[config.mk]
export PLATFORM = sky130hd
export DESIGN_NAME = bc4_bc5_block_decoder_unit
export DESIGN_NICKNAME = d
export VERILOG_FILES = /design/src/rtl/bc45_pkg.sv /design/src/rtl/bc4_bc5_block_decoder_unit.sv
export SDC_FILE = /design/constraint.sdc
export NUM_CORES = 1
export LEC_CHECK = 0
export BUFFER_PORTS_ARGS = -buffer_cell sky130_fd_sc_hd__buf_4
export CAP_MARGIN = 10
export CORE_MARGIN = 10
export CORE_UTILIZATION = 40
export DETAILED_ROUTE_END_ITERATION = 8
export MAX_ROUTING_LAYER = met4
export PLACE_DENSITY = 0.59
export SYNTH_ARGS = -nofsm -noshare
export SYNTH_HDL_FRONTEND = slang
export SYNTH_SLANG_ARGS = --single-unit
[constraint.sdc]
create_clock -name clk -period 30.3 [get_ports clk]
set_input_delay 6.06 -clock clk [delete_from_list [all_inputs] [get_ports clk]]
set_output_delay 6.06 -clock clk [all_outputs]
set_load 0.1 [all_outputs]
[src/rtl/bc45_pkg.sv]
`timescale 1ns / 1ps
`default_nettype none

package bc45_pkg;

	localparam int unsigned TexelsPerBlock = 16;
	localparam logic [3:0] LAST_POS = 4'(TexelsPerBlock - 1);

	// 255^2, the squared length of a unit normal in this fixed-point form
	localparam logic [16:0] RAD_FULL = 17'd65025;

	// reciprocals scaled by 2^16, slightly high so the floor stays exact up to 7*255
	localparam logic [13:0] RECIP7 = 14'd9363;
	localparam logic [13:0] RECIP5 = 14'd13108;

	typedef enum logic [2:0] {
		PAL_RAW,
		PAL_DIV7,
		PAL_DIV5,
		PAL_ZERO,
		PAL_FULL
	} pal_sel_t;

	// one palette entry, split into a weighted sum and the final operation
	typedef struct packed {
		pal_sel_t    sel;
		logic [10:0] num;
	} pal_term_t;

	// per-texel tag that rides along with the data
	typedef struct packed {
		logic [1:0] col;
		logic [1:0] row;
		logic       last;
		logic       bc5;
	} tex_tag_t;

	// partial square root: remainder and root so far
	typedef struct packed {
		logic [9:0] rem;
		logic [7:0] root;
	} sqrt_acc_t;

	function automatic logic [2:0] texel_index(input logic [63:0] blk, input logic [3:0] pos);
		logic [47:0] field;
		field = blk[63:16];
		return field[6'(pos * 3) +: 3];
	endfunction

	// pick the palette entry by index and form its weighted sum
	function automatic pal_term_t pal_term(input logic [7:0] e0, input logic [7:0] e1,
			input logic [2:0] idx);
		pal_term_t  t;
		logic       seven;
		logic [2:0] k;
		logic [2:0] w0;
		seven = (e0 > e1);
		k     = idx - 3'd1;
		w0    = (seven ? 3'd7 : 3'd5) - k;
		t.num = (11'(w0) * 11'(e0)) + (11'(k) * 11'(e1));
		if (idx == 3'd0) begin
			t.sel = PAL_RAW;
			t.num = 11'(e0);
		end else if (idx == 3'd1) begin
			t.sel = PAL_RAW;
			t.num = 11'(e1);
		end else if (seven) begin
			t.sel = PAL_DIV7;
		end else if (idx == 3'd6) begin
			t.sel = PAL_ZERO;
		end else if (idx == 3'd7) begin
			t.sel = PAL_FULL;
		end else begin
			t.sel = PAL_DIV5;
		end
		return t;
	endfunction

	// divide by 7 or 5 (truncating, via a scaled reciprocal), else raw, 0 or 255
	function automatic logic [7:0] pal_value(input pal_term_t t);
		logic [24:0] prod7;
		logic [24:0] prod5;
		logic [7:0]  v;
		prod7 = 25'(t.num) * 25'(RECIP7);
		prod5 = 25'(t.num) * 25'(RECIP5);
		unique case (t.sel)
			PAL_RAW:  v = t.num[7:0];
			PAL_DIV7: v = prod7[23:16];
			PAL_DIV5: v = prod5[23:16];
			PAL_ZERO: v = 8'd0;
			PAL_FULL: v = 8'd255;
			default:  v = 8'd0;
		endcase
		return v;
	endfunction

	// |2v - 255| for an 8-bit v
	function automatic logic [7:0] center_dist(input logic [7:0] v);
		return v[7] ? {v[6:0], 1'b1} : {~v[6:0], 1'b1};
	endfunction

	// one restoring square-root digit
	function automatic sqrt_acc_t sqrt_step(input sqrt_acc_t a, input logic [1:0] pair);
		sqrt_acc_t  n;
		logic [9:0] rem_sh;
		logic [9:0] trial;
		rem_sh = {a.rem[7:0], pair};
		trial  = {1'b0, a.root[6:0], 2'b01};
		if (rem_sh >= trial) begin
			n.rem  = rem_sh - trial;
			n.root = {a.root[6:0], 1'b1};
		end else begin
			n.rem  = rem_sh;
			n.root = {a.root[6:0], 1'b0};
		end
		return n;
	endfunction

	function automatic sqrt_acc_t sqrt_step2(input sqrt_acc_t a, input logic [3:0] bits);
		return sqrt_step(sqrt_step(a, bits[3:2]), bits[1:0]);
	endfunction

endpackage

`default_nettype wire

[src/rtl/bc4_bc5_block_decoder_unit.sv]
`timescale 1ns / 1ps
`default_nettype none

// BC4/BC5 unorm block decoder. Each input item is one compressed 4x4 block
// (a red sub-block and, in BC5 mode, a green sub-block); it yields sixteen
// texels in raster order, one per cycle unless out_stall holds them back,
// with last_texel on the sixteenth. The block is held in an issue register
// and a 4-bit texel counter walks it; the next block is accepted in the
// same cycle the sixteenth texel is issued, so blocks stream with no gap.
// Each texel then passes index select, palette weighted sum, reciprocal
// divide, squares, radicand, four square root stages of two digits each,
// and the output register. channel_mode picks BC4 (r = g = b) or BC5 (b is
// the rebuilt normal Z, computed as (isqrt(65025 - (2r-255)^2 - (2g-255)^2)
// + 255) >> 1); write it only while the block is idle. While out_valid is
// high, out_stall freezes the whole pipeline and backs up into in_stall in
// the same cycle.

module bc4_bc5_block_decoder_unit (
	input  wire logic        clk,
	input  wire logic        arst_n,
	input  wire logic        cfg_write_en,
	input  wire logic        cfg_write_data,
	input  wire logic        in_valid,
	output logic             in_stall,
	input  wire logic [63:0] red_block,
	input  wire logic [63:0] green_block,
	output logic             out_valid,
	input  wire logic        out_stall,
	output logic [1:0]       texel_col,
	output logic [1:0]       texel_row,
	output logic [7:0]       red_out,
	output logic [7:0]       green_out,
	output logic [7:0]       blue_out,
	output logic             last_texel
);

	// config and issue stage
	logic        mode_q;
	logic        hold_valid_q;
	logic [3:0]  cnt_q;
	logic [63:0] red_q;
	logic [63:0] green_q;

	// pipeline advances whenever the output register is empty or being taken
	logic adv;
	logic accept;

	assign adv    = !out_valid || !out_stall;
	assign in_stall = hold_valid_q && !(adv && (cnt_q == bc45_pkg::LAST_POS));
	assign accept = in_valid && !in_stall;

	always_ff @(posedge clk or negedge arst_n) begin
		if (!arst_n) begin
			mode_q <= 1'b0;
		end else if (cfg_write_en) begin
			mode_q <= cfg_write_data;
		end
	end

	// counter wraps to zero after the sixteenth texel, so a new block starts at 0
	always_ff @(posedge clk or negedge arst_n) begin
		if (!arst_n) begin
			hold_valid_q <= 1'b0;
			cnt_q        <= '0;
		end else begin
			if (adv && hold_valid_q) begin
				cnt_q <= cnt_q + 4'd1;
			end
			if (accept) begin
				hold_valid_q <= 1'b1;
			end else if (adv && (cnt_q == bc45_pkg::LAST_POS)) begin
				hold_valid_q <= 1'b0;
			end
		end
	end

	always_ff @(posedge clk) begin
		if (accept) begin
			red_q   <= red_block;
			green_q <= green_block;
		end
	end

	// stage valids
	logic valid_s1, valid_s2, valid_s3, valid_s4, valid_s5;
	logic valid_s6, valid_s7, valid_s8, valid_s9, valid_s10;

	always_ff @(posedge clk or negedge arst_n) begin
		if (!arst_n) begin
			valid_s1  <= 1'b0;
			valid_s2  <= 1'b0;
			valid_s3  <= 1'b0;
			valid_s4  <= 1'b0;
			valid_s5  <= 1'b0;
			valid_s6  <= 1'b0;
			valid_s7  <= 1'b0;
			valid_s8  <= 1'b0;
			valid_s9  <= 1'b0;
			valid_s10 <= 1'b0;
		end else if (adv) begin
			valid_s1  <= hold_valid_q;
			valid_s2  <= valid_s1;
			valid_s3  <= valid_s2;
			valid_s4  <= valid_s3;
			valid_s5  <= valid_s4;
			valid_s6  <= valid_s5;
			valid_s7  <= valid_s6;
			valid_s8  <= valid_s7;
			valid_s9  <= valid_s8;
			valid_s10 <= valid_s9;
		end
	end

	// s1: texel indices and endpoints
	bc45_pkg::tex_tag_t tag_s1;
	logic [2:0]         r_idx_s1, g_idx_s1;
	logic [7:0]         r_e0_s1, r_e1_s1, g_e0_s1, g_e1_s1;

	always_ff @(posedge clk) begin
		if (adv) begin
			tag_s1.col  <= cnt_q[1:0];
			tag_s1.row  <= cnt_q[3:2];
			tag_s1.last <= (cnt_q == bc45_pkg::LAST_POS);
			tag_s1.bc5  <= mode_q;
			r_idx_s1    <= bc45_pkg::texel_index(red_q, cnt_q);
			g_idx_s1    <= bc45_pkg::texel_index(green_q, cnt_q);
			r_e0_s1     <= red_q[7:0];
			r_e1_s1     <= red_q[15:8];
			g_e0_s1     <= green_q[7:0];
			g_e1_s1     <= green_q[15:8];
		end
	end

	// s2: weighted sum of the chosen palette entry
	bc45_pkg::tex_tag_t  tag_s2;
	bc45_pkg::pal_term_t r_term_s2, g_term_s2;

	always_ff @(posedge clk) begin
		if (adv) begin
			tag_s2    <= tag_s1;
			r_term_s2 <= bc45_pkg::pal_term(r_e0_s1, r_e1_s1, r_idx_s1);
			g_term_s2 <= bc45_pkg::pal_term(g_e0_s1, g_e1_s1, g_idx_s1);
		end
	end

	// s3: divide, and in bc4 mode green follows red
	bc45_pkg::tex_tag_t tag_s3;
	logic [7:0]         r_s3, g_s3;
	logic [7:0]         r_val, g_val;

	assign r_val = bc45_pkg::pal_value(r_term_s2);
	assign g_val = bc45_pkg::pal_value(g_term_s2);

	always_ff @(posedge clk) begin
		if (adv) begin
			tag_s3 <= tag_s2;
			r_s3   <= r_val;
			g_s3   <= tag_s2.bc5 ? g_val : r_val;
		end
	end

	// s4: squared distances from the center
	bc45_pkg::tex_tag_t tag_s4;
	logic [7:0]         r_s4, g_s4;
	logic [15:0]        sqx_s4, sqy_s4;
	logic [7:0]         dx, dy;

	assign dx = bc45_pkg::center_dist(r_s3);
	assign dy = bc45_pkg::center_dist(g_s3);

	always_ff @(posedge clk) begin
		if (adv) begin
			tag_s4 <= tag_s3;
			r_s4   <= r_s3;
			g_s4   <= g_s3;
			sqx_s4 <= 16'(dx) * 16'(dx);
			sqy_s4 <= 16'(dy) * 16'(dy);
		end
	end

	// s5: radicand, clamped at zero
	bc45_pkg::tex_tag_t tag_s5;
	logic [7:0]         r_s5, g_s5;
	logic [15:0]        rad_s5;
	logic [16:0]        sq_sum;
	logic [16:0]        rad_diff;

	assign sq_sum   = 17'(sqx_s4) + 17'(sqy_s4);
	assign rad_diff = bc45_pkg::RAD_FULL - sq_sum;

	always_ff @(posedge clk) begin
		if (adv) begin
			tag_s5 <= tag_s4;
			r_s5   <= r_s4;
			g_s5   <= g_s4;
			rad_s5 <= (sq_sum > bc45_pkg::RAD_FULL) ? 16'd0 : rad_diff[15:0];
		end
	end

	// s6..s9: square root, two digits per stage, high digits first
	bc45_pkg::tex_tag_t  tag_s6, tag_s7, tag_s8, tag_s9;
	logic [7:0]          r_s6, g_s6, r_s7, g_s7, r_s8, g_s8, r_s9, g_s9;
	logic [11:0]         rad_s6;
	logic [7:0]          rad_s7;
	logic [3:0]          rad_s8;
	bc45_pkg::sqrt_acc_t acc_s6, acc_s7, acc_s8, acc_s9;

	always_ff @(posedge clk) begin
		if (adv) begin
			tag_s6 <= tag_s5;
			r_s6   <= r_s5;
			g_s6   <= g_s5;
			rad_s6 <= rad_s5[11:0];
			acc_s6 <= bc45_pkg::sqrt_step2('0, rad_s5[15:12]);

			tag_s7 <= tag_s6;
			r_s7   <= r_s6;
			g_s7   <= g_s6;
			rad_s7 <= rad_s6[7:0];
			acc_s7 <= bc45_pkg::sqrt_step2(acc_s6, rad_s6[11:8]);

			tag_s8 <= tag_s7;
			r_s8   <= r_s7;
			g_s8   <= g_s7;
			rad_s8 <= rad_s7[3:0];
			acc_s8 <= bc45_pkg::sqrt_step2(acc_s7, rad_s7[7:4]);

			tag_s9 <= tag_s8;
			r_s9   <= r_s8;
			g_s9   <= g_s8;
			acc_s9 <= bc45_pkg::sqrt_step2(acc_s8, rad_s8);
		end
	end

	// s10: output register, z = (root + 255) / 2 in bc5 mode
	bc45_pkg::tex_tag_t tag_s10;
	logic [7:0]         r_s10, g_s10, b_s10;
	logic [8:0]         z_sum;

	assign z_sum = 9'(acc_s9.root) + 9'd255;

	always_ff @(posedge clk) begin
		if (adv) begin
			tag_s10 <= tag_s9;
			r_s10   <= r_s9;
			g_s10   <= g_s9;
			b_s10   <= tag_s9.bc5 ? z_sum[8:1] : r_s9;
		end
	end

	assign out_valid  = valid_s10;
	assign texel_col  = tag_s10.col;
	assign texel_row  = tag_s10.row;
	assign last_texel = tag_s10.last;
	assign red_out    = r_s10;
	assign green_out  = g_s10;
	assign blue_out   = b_s10;

endmodule

`default_nettype wire

==> impl_metrics.toml, run 1 <==
[synth]
synth_cells = 2642
syn_area_per_cell_um2 = 12.5
seq_area_frac_synth = 0.458
synth_top_area_frac = 0.446
synthTopCellsByArea = "edfxtp_1, ha_1, fa_1"
synthesis.area_um2 = 33000
synth_top_cell_by_area = "edfxtp_1"
synth_edf_count = 490
ys.flop_type = "edfxtp_1"
yosys_warnings = 0
ys_types = 80
ys_ff_latch = 506
async_flop_share = 0.0316

[route]
drt-initial-drc-count = 876
drcViolationCount = 0
drt.antenna.violating_nets = 0
firstDrtPassIters = 5
vias = 19600
wl_per_cell_um = 15.9
viasPerCell = 4.96
wirelength_mm = 63.0

[cells_and_area]
fillCellCount = 7407
syn2layout_area_growth_pct = 13.2
fin_util = 0.456
drive_gt1_frac = 0.111
layout.nets = 3594
antenna_cells = 0

[setup_path]
slowest_delay_ps = 370
crit_family = "simple AND/OR/NAND/NOR gates"
cp.required_ps = 24240
crit_fanout = 39
cp_slowest_cell = "nand2_4"
crit_arrival_ps = 7110
worstSetupPathType = "in2out"
start_kind = "primary input"
crit_buf_inv = 3
cp_cell_sequence = "buf_4, nand2_4, nand2_1, nand2_1, inv_1, buf_4"
crit_path_end_kind = "primary output"

[sta]
rsz0062_at_grt = "false"
fin_skew_ps = 67.8
period_share = 0.435
fin_ws_ps = 17130
timing.slew.headroom = 0.127
period_needed_ps = 13170
finalSetupTns_ps = 0
setup_viol_count_final = 0
slew_violations = 0
hold_viol_final = 0
tightest_slew_ps = 1310
fmaxAchievable_mhz = 75.9

[placement]
pre_cts_ws_ps = 17080
gp_congestion = 0.852
port-buffer-count = 164
dpl.hpwl_mm = 49.3

[floorplanning]
design.core.area_um2 = 82000
dieHeight_um = 307
dieArea_um2 = 94400
io_pins = 165
row_count = 105
start_util = 0.403
die_x_um = 307

[clock_tree]
cts_buffers = 57
cts_setup_buffers = 0
path_clk_slew_ps = 70
clkLatencyLatePin_ps = 650
htreeDepth = 2
hold_buffers = 0
cts_tree = "built"
cts_max_path_buffers = 3
clock-sinks = 506
postCtsResizedCells = 0
cts_root_buffer = "clkbuf_16"

[grt]
grt_max_degree = 181
grt.total_usage = 0.140
antenna_found_initial = 0
grt_pass1_wl_mm = 106
grt_pass1_vias = 21200
overflow = 0

[flow_run]
drv_cap = 0

[run_status]
status = "finished clean"

[min_path]
min_path_type = "reg2reg"
[cells in the mapped netlist, drive strengths merged, types with 30 or more instances]
| master | count |
|---|---|
| xnor2 | 103 |
| xor2 | 45 |
| edfxtp | 490 |
| clkbuf | 31 |
| nand2 | 140 |
| nor2b | 33 |
| mux4 | 30 |
| o21ai | 78 |
| nand2b | 30 |
| a21oi | 120 |
| inv | 415 |
| nor2 | 160 |
| fa | 206 |
| ha | 419 |
| nor3 | 44 |
[kinds of logic after synthesis]
logic type               Yosys count  synth area share
other                              1          0.000114
flip-flops                       506             0.458
AO/OA/AOI/OAI                    342            0.0656
AND/OR/NAND/NOR                  514            0.0737
XOR/XNOR                         148            0.0393
buffers and inverters            454            0.0518
multiplexers                      51            0.0274
adder cells (fa/ha/maj)          626             0.284
[worst register-to-register path, cell delays in order (launching register included)]
cell and delay (ps):
edfxtp_1 470, ha_1 350, nor2b_1 140, o21a_1 120
o21ai_0 70, nand2b_1 80, a21oi_1 70, o21ai_0 130
o21ai_0 230, ha_1 270, xnor2_1 680, and2_1 260
fa_1 390, inv_1 80, fa_1 440, fa_1 550
inv_1 70, fa_1 470, a21oi_1 140, nor2_1 50
nor2_1 160, o21bai_1 90, a21oi_1 240, o21bai_1 90
a21oi_1 170, xnor2_1 150, nor2_1 60
[registers in the layout (all words and copies together) (netlist names), 9 cells and up]
name	flops
acc_s8	14
sqx_s4	13
acc_s7	12
green_q	64
g_term_s2	14
acc_s6	9
rad_s6	10
sqy_s4	13
rad_s5	14
r_term_s2	14
red_q	64
[path summary, 6_finish.rpt]
| path | slack, ps | endpoint | cells past startpoint | startpoint |
|---|---|---|---|---|
| worst max-delay path | 17130 | in_stall | 6 | out_stall |
| worst min-delay path | 410 | tag_s6[3] | 0 | tag_s5[3] |
| worst max register to register | 24050 | r_term_s2[10] | 26 | r_e0_s1[1] |
| worst min register to register | 410 | tag_s6[3] | 0 | tag_s5[3] |
| max in group asynchronous | 24780 | mode_q | 1 | arst_n |
| min in group asynchronous | 5270 | hold_valid_q | 1 | arst_n |
[layer usage]
metal  GRT usage  up-vias  wire (um)
met5           -        -          0
met4      0.0447        0       1910
met3      0.0247      101       2610
met2       0.235      398      30500
met1       0.170     9507      28100
li1            -     9617          -
[cells in the final DEF, fill, tap and decap left out, types with 11 or more instances in the layout]
cell / n
inv_1: 414
clkinv_2: 11
nand3_1: 21
nor3_1: 44
clkinv_1: 17
dfrtp_1: 15
edfxtp_1: 490
clkbuf_16: 57
nand2_1: 139
o22ai_1: 11
fa_1: 206
nor2_1: 160
ha_1: 419
a21o_1: 28
mux4_2: 30
buf_4: 169
nor2b_1: 33
mux2_2: 12
nand2b_1: 30
a21oi_1: 119
xor2_1: 45
and2_1: 27
xnor2_1: 103
o21ai_0: 75
o21a_1: 14
[final cells by class]
class / instances / area (um^2) / share of cell area
Inverter: 417 / 1570 / 0.0419
Clock inverter: 45 / 404 / 0.0108
Sequential cell: 506 / 15100 / 0.405
Multi-Input combinational cell: 1683 / 16200 / 0.434
Timing Repair Buffer: 170 / 1290 / 0.0345
Clock buffer: 62 / 1450 / 0.0387
Tap cell: 1070 / 1340 / 0.0358
[through the flow]
step	instances	hold slack [ps]	cell area, um^2
5_1_grt	3953	422	37400
2_1_floorplan	2643	400	33000
4_1_cts	3953	412	37400
6_report	3953	410	37400
3_5_place_dp	3846	405	35500
3_3_place_gp	3846	401	35500
Power of run 1 is left out: the tool's default activity adds up to more than one toggle a clock period on the data nets, which glitch-free logic cannot reach.
==> run 2: changes to the inputs <==
Clock period 30.3 ns to 13.5 ns, I/O delays scaled along.
==> run 2 against run 1 <==
Against the previous run: die area unchanged; critical path depth unchanged; global-route usage down 0.18 points; flip-flop and latch count unchanged; via count down 0.94%; largest cell class unchanged; routed wire length down 1.3%; sequential share of layout area about the same; design area about the same; first-iteration DRC count down 2.3%; core utilization about the same; non-clock buffer count unchanged; clock skew down 35 ps.
==> impl_metrics.toml, run 2 (same netlist as run 1, synthesis figures left out) <==
[route]
viasPerCell = 4.92
drt-initial-drc-count = 856
wirelength_mm = 62.2
drt.antenna.violating_nets = 0
drcViolationCount = 0
vias = 19400
wl_per_cell_um = 15.7
firstDrtPassIters = 5

[setup_path]
worstSetupPathType = "in2out"
rrSetupSlack_ps = 7310
crit_path_end_kind = "primary output"
crit-reg2reg-launch = "r_e0_s1[1]"
r2r_end = "r_term_s2[10]"
cp.required_ps = 10800
reg2reg_depth = 26
crit_fanout = 36
start_kind = "primary input"
crit_arrival_ps = 3730

[cells_and_area]
fillCellCount = 7381
antenna_cells = 0
fin_util = 0.455
multi_input_area_um2 = 16200
drive_gt1_frac = 0.111
ff_latch_area_um2 = 15100
layout.nets = 3594
syn2layout_area_growth_pct = 13.1
largestRegisters = "green_q: 64 flops, red_q: 64 flops"
stdcell_count = 3954
mostFrequentLayoutCell = "edfxtp_1"
final_cell_mix = "edfxtp_1, ha_1, inv_1"

[floorplanning]
dieArea_um2 = 94400
design.core.area_um2 = 82000
start_util = 0.403
dieHeight_um = 307
die_x_um = 307
io_pins = 165
row_count = 105

[placement]
dpl.hpwl_mm = 48.7
gp_congestion = 0.874
port-buffer-count = 164
dp_cells = 3846

[clock_tree]
htreeDepth = 2
cts_setup_buffers = 0
cts_buffers = 57
hold_buffers = 0
cts_max_path_buffers = 3
clock-sinks = 506
cts_root_buffer = "clkbuf_16"
clkLatencyLatePin_ps = 630
path_clk_slew_ps = 60
cts_tree = "built"
postCtsResizedCells = 0

[sta]
fin_skew_ps = 32.3
setup_viol_count_final = 0
slew_violations = 0
tightest_slew_ps = 1190
period_share = 0.476
fmaxAchievable_mhz = 156
rsz0062_at_grt = "false"
finalSetupTns_ps = 0
holdWs_ps = 407
hold_viol_final = 0
period_needed_ps = 6430
timing.slew.headroom = 0.204

[min_path]
min_path_type = "reg2reg"
hold_depth = 0
min_to = "r_s7[4]"
min_from = "r_s6[4]"

[run_status]
status = "finished clean"

[grt]
antenna_found_initial = 0
grt_max_degree = 192
overflow = 0
grt.total_usage = 0.138
grt_pass1_wl_mm = 105
grt_pass1_vias = 20900

[flow_run]
drv_cap = 0
run 2: cell count changes in the layout (fill, tap and decap cells not counted), sizes merged:
cell	before	now
clkbuf	62	66
inv	423	419
bufinv	4	3
clkinv	32	30
clkinvlp	3	7
run 2: how the worst max path moves through the flow:
stage / from / to / slack, ps
after detailed placement: out_stall / in_stall / 7070
after global placement: out_stall / in_stall / 7080
after CTS: out_stall / in_stall / 7060
after global routing: r_e0_s1[1] / r_term_s2[10] / 6860
after floorplan: out_stall / valid_s2 / 5160
final: out_stall / in_stall / 7070
run 2: layer usage:
layer / track usage / share of wire / vias up
met1: 0.173 / 0.45 / 9404
li1: - / - / 9597
met3: 0.0249 / 0.041 / 102
met4: 0.0394 / 0.025 / 0
met5: - / 0 / -
met2: 0.227 / 0.48 / 335
run 2: through the flow:
step	setup WS [ps]	cell area, um^2
5_1_grt	6860	37300
3_3_place_gp	7080	35500
4_1_cts	7060	37300
2_1_floorplan	5160	33000
6_report	7070	37300
3_5_place_dp	7070	35500
run 2: layout make-up:
type                       instances  share of cell area
sequential                       506               0.405
multi-input combinational       1683               0.434
inverter                         417              0.0420
clock inverter                    42             0.00982
tap                             1070              0.0359
clock buffer                      66              0.0391
timing repair buffer             170              0.0345
run 2: worst max-delay path, cell delays in order:
cell,delay [ps]
buf_4,130
nand2_4,350
nand2_1,140
nand2_1,130
inv_1,50
buf_4,230
Power of run 2 is left out for the same reason.
==> run 3: changes to the inputs <==
Settings changed: ABC_AREA set to 1.
Clock period 13.5 ns to 6.2 ns, I/O delays scaled along.
==> run 3 against run 2 <==
Against the previous run: global-route usage is 1.6 points higher; sequential share of layout area is 3.0 points lower; cell count is 26% higher; critical endpoint is now g_term_s2[8]; flip-flop and latch count stayed put.
==> impl_metrics.toml, run 3 <==
[placement]
dpl.hpwl_mm = 60.0
pre_cts_ws_ps = 658
gp_congestion = 0.887
port-buffer-count = 164
placed_area_um2 = 38300

[clock_tree]
cts_root_buffer = "clkbuf_16"
cts_tree = "built"
htreeDepth = 2
path_clk_slew_ps = 60
clock-sinks = 506
hold_buffers = 0
cts_max_path_buffers = 3
cts_buffers = 58
clkLatencyLatePin_ps = 610
postCtsResizedCells = 0
cts_setup_buffers = 0

[grt]
grt_pass1_vias = 24600
met1_usage = 0.198
grt.total_usage = 0.154
grt_pass1_wl_mm = 126
grt_max_degree = 173
grtUsageMet2 = 0.253
use_met3 = 0.0264
antenna_found_initial = 0
grt-busiest-layer = "met2"
overflow = 0

[floorplanning]
io_pins = 165
dieArea_um2 = 101000
die_x_um = 318
design.core.area_um2 = 88200
start_util = 0.403
dieHeight_um = 318
row_count = 109

[setup_path]
crit_fanout = 11
cp.required_ps = 6560
rrSetupSlack_ps = 660
worstSetupPathType = "reg2reg"
start_kind = "flop"
cp_slowest_cell = "edfxtp_1"
slowest_delay_ps = 640
crit_path_end_kind = "flop"
crit_arrival_ps = 5900
crit-reg2reg-launch = "g_idx_s1[0]"
reg2reg_depth = 18
cp_cell_sequence = "clkinv_1, ha_1, inv_1, ha_1, or2_2, nand2_1, nor2_1, fa_1, inv_1, fa_1, fa_1, fa_1, o21ai_0, nand2_1, nand2_1, a21oi_1, o21ai_0, a21oi_1"
r2r_end = "g_term_s2[8]"
critPathMostFrequentCell = "fa_1"

[route]
drcViolationCount = 0
vias = 24200
wl_per_cell_um = 15.3
drt-initial-drc-count = 1415
firstDrtPassIters = 6
viasPerCell = 4.86
drt.antenna.violating_nets = 0
wirelength_mm = 76.4

[synth]
syn_area_per_cell_um2 = 9.98
synth_top_cell_by_area = "edfxtp_1"
ys_ff_latch = 506
synth_cells = 3563
synth_top_area_frac = 0.414
seq_area_frac_synth = 0.425
yosys_warnings = 0
yosys-top-cells-count = "nand2_1, inv_1, edfxtp_1"
async_flop_share = 0.0316
synthesis.area_um2 = 35500
ys.flop_type = "edfxtp_1"
yosysMostFrequentCell = "nand2_1"
ys_types = 60
synth_edf_count = 490
synthTopCellsByArea = "edfxtp_1, ha_1, fa_1"

[sta]
period_share = 0.893
hold_viol_final = 0
setup_viol_count_final = 0
fin_skew_ps = 24.7
rsz0062_at_grt = "false"
slew_violations = 0
period_needed_ps = 5540
finalSetupTns_ps = 0
tightest_slew_ps = 1130
fmaxAchievable_mhz = 181
fin_ws_ps = 662
timing.slew.headroom = 0.238

[cells_and_area]
drive_gt1_frac = 0.0867
fillCellCount = 8379
final_cell_mix = "nand2_1, inv_1, edfxtp_1"
layout.nets = 4528
fin_util = 0.456
syn2layout_area_growth_pct = 13.3
antenna_cells = 0
largestRegisters = "green_q: 64 flops, red_q: 64 flops"
fin_area_um2 = 40300
mostFrequentLayoutCell = "nand2_1"

[min_path]
min_path_type = "reg2reg"
min_to = "rad_s6[9]"
min_from = "rad_s5[9]"
hold_depth = 0

[run_status]
status = "finished clean"

[flow_run]
drv_cap = 0
[run 3: how the worst max path moves through the flow]
stage	cells after the start	slack [ps]	from	end
after global placement	18	730	g_idx_s1[0]	g_term_s2[8]
final	18	660	g_idx_s1[0]	g_term_s2[8]
after detailed placement	18	660	g_idx_s1[0]	g_term_s2[8]
after CTS	18	650	g_idx_s1[0]	g_term_s2[8]
after floorplan	3	600	out_stall	green_q[0]
after global routing	18	220	g_idx_s1[0]	g_term_s2[8]
[run 3: per-stage QoR]
step,instances,hold WS (ps)
3_5_place_dp,4874,405
3_3_place_gp,4874,400
6_report,4983,414
5_1_grt,4983,420
2_1_floorplan,3564,400
4_1_cts,4983,415
[run 3: cell families after synthesis]
logic type,Yosys count,synth area share
AND/OR/NAND/NOR,1252,0.151
buffers and inverters,670,0.0715
adder cells (fa/ha/maj),625,0.263
flip-flops,506,0.425
AO/OA/AOI/OAI,417,0.0654
XOR/XNOR,84,0.0207
multiplexers,8,0.00253
other,1,0.000105
[run 3: final cells by class]
class	instances	area [um^2]	area share
well taps	1165	1460	0.0362
clock buffers	75	1620	0.0402
flip-flops and latches	506	15100	0.375
inverters	636	2390	0.0593
repair buffers	179	1380	0.0343
multi-input cells	2388	17900	0.445
clock inverters	34	402	0.00997
[run 3: worst max-delay path: cells and delay by family (launching register included)]
kind            cells  cell delay [ps]
fa+ha+maj           6             2690
buf+inv             3              590
compound gates      4              650
flops               1              640
simple gates        5              750
[run 3: routing by layer]
metal / up-vias / share of wire
met5: - / 0
met4: 0 / 0.017
met1: 11400 / 0.46
met3: 85 / 0.045
li1: 12300 / -
met2: 446 / 0.47
Power of run 3 is left out for the same reason.
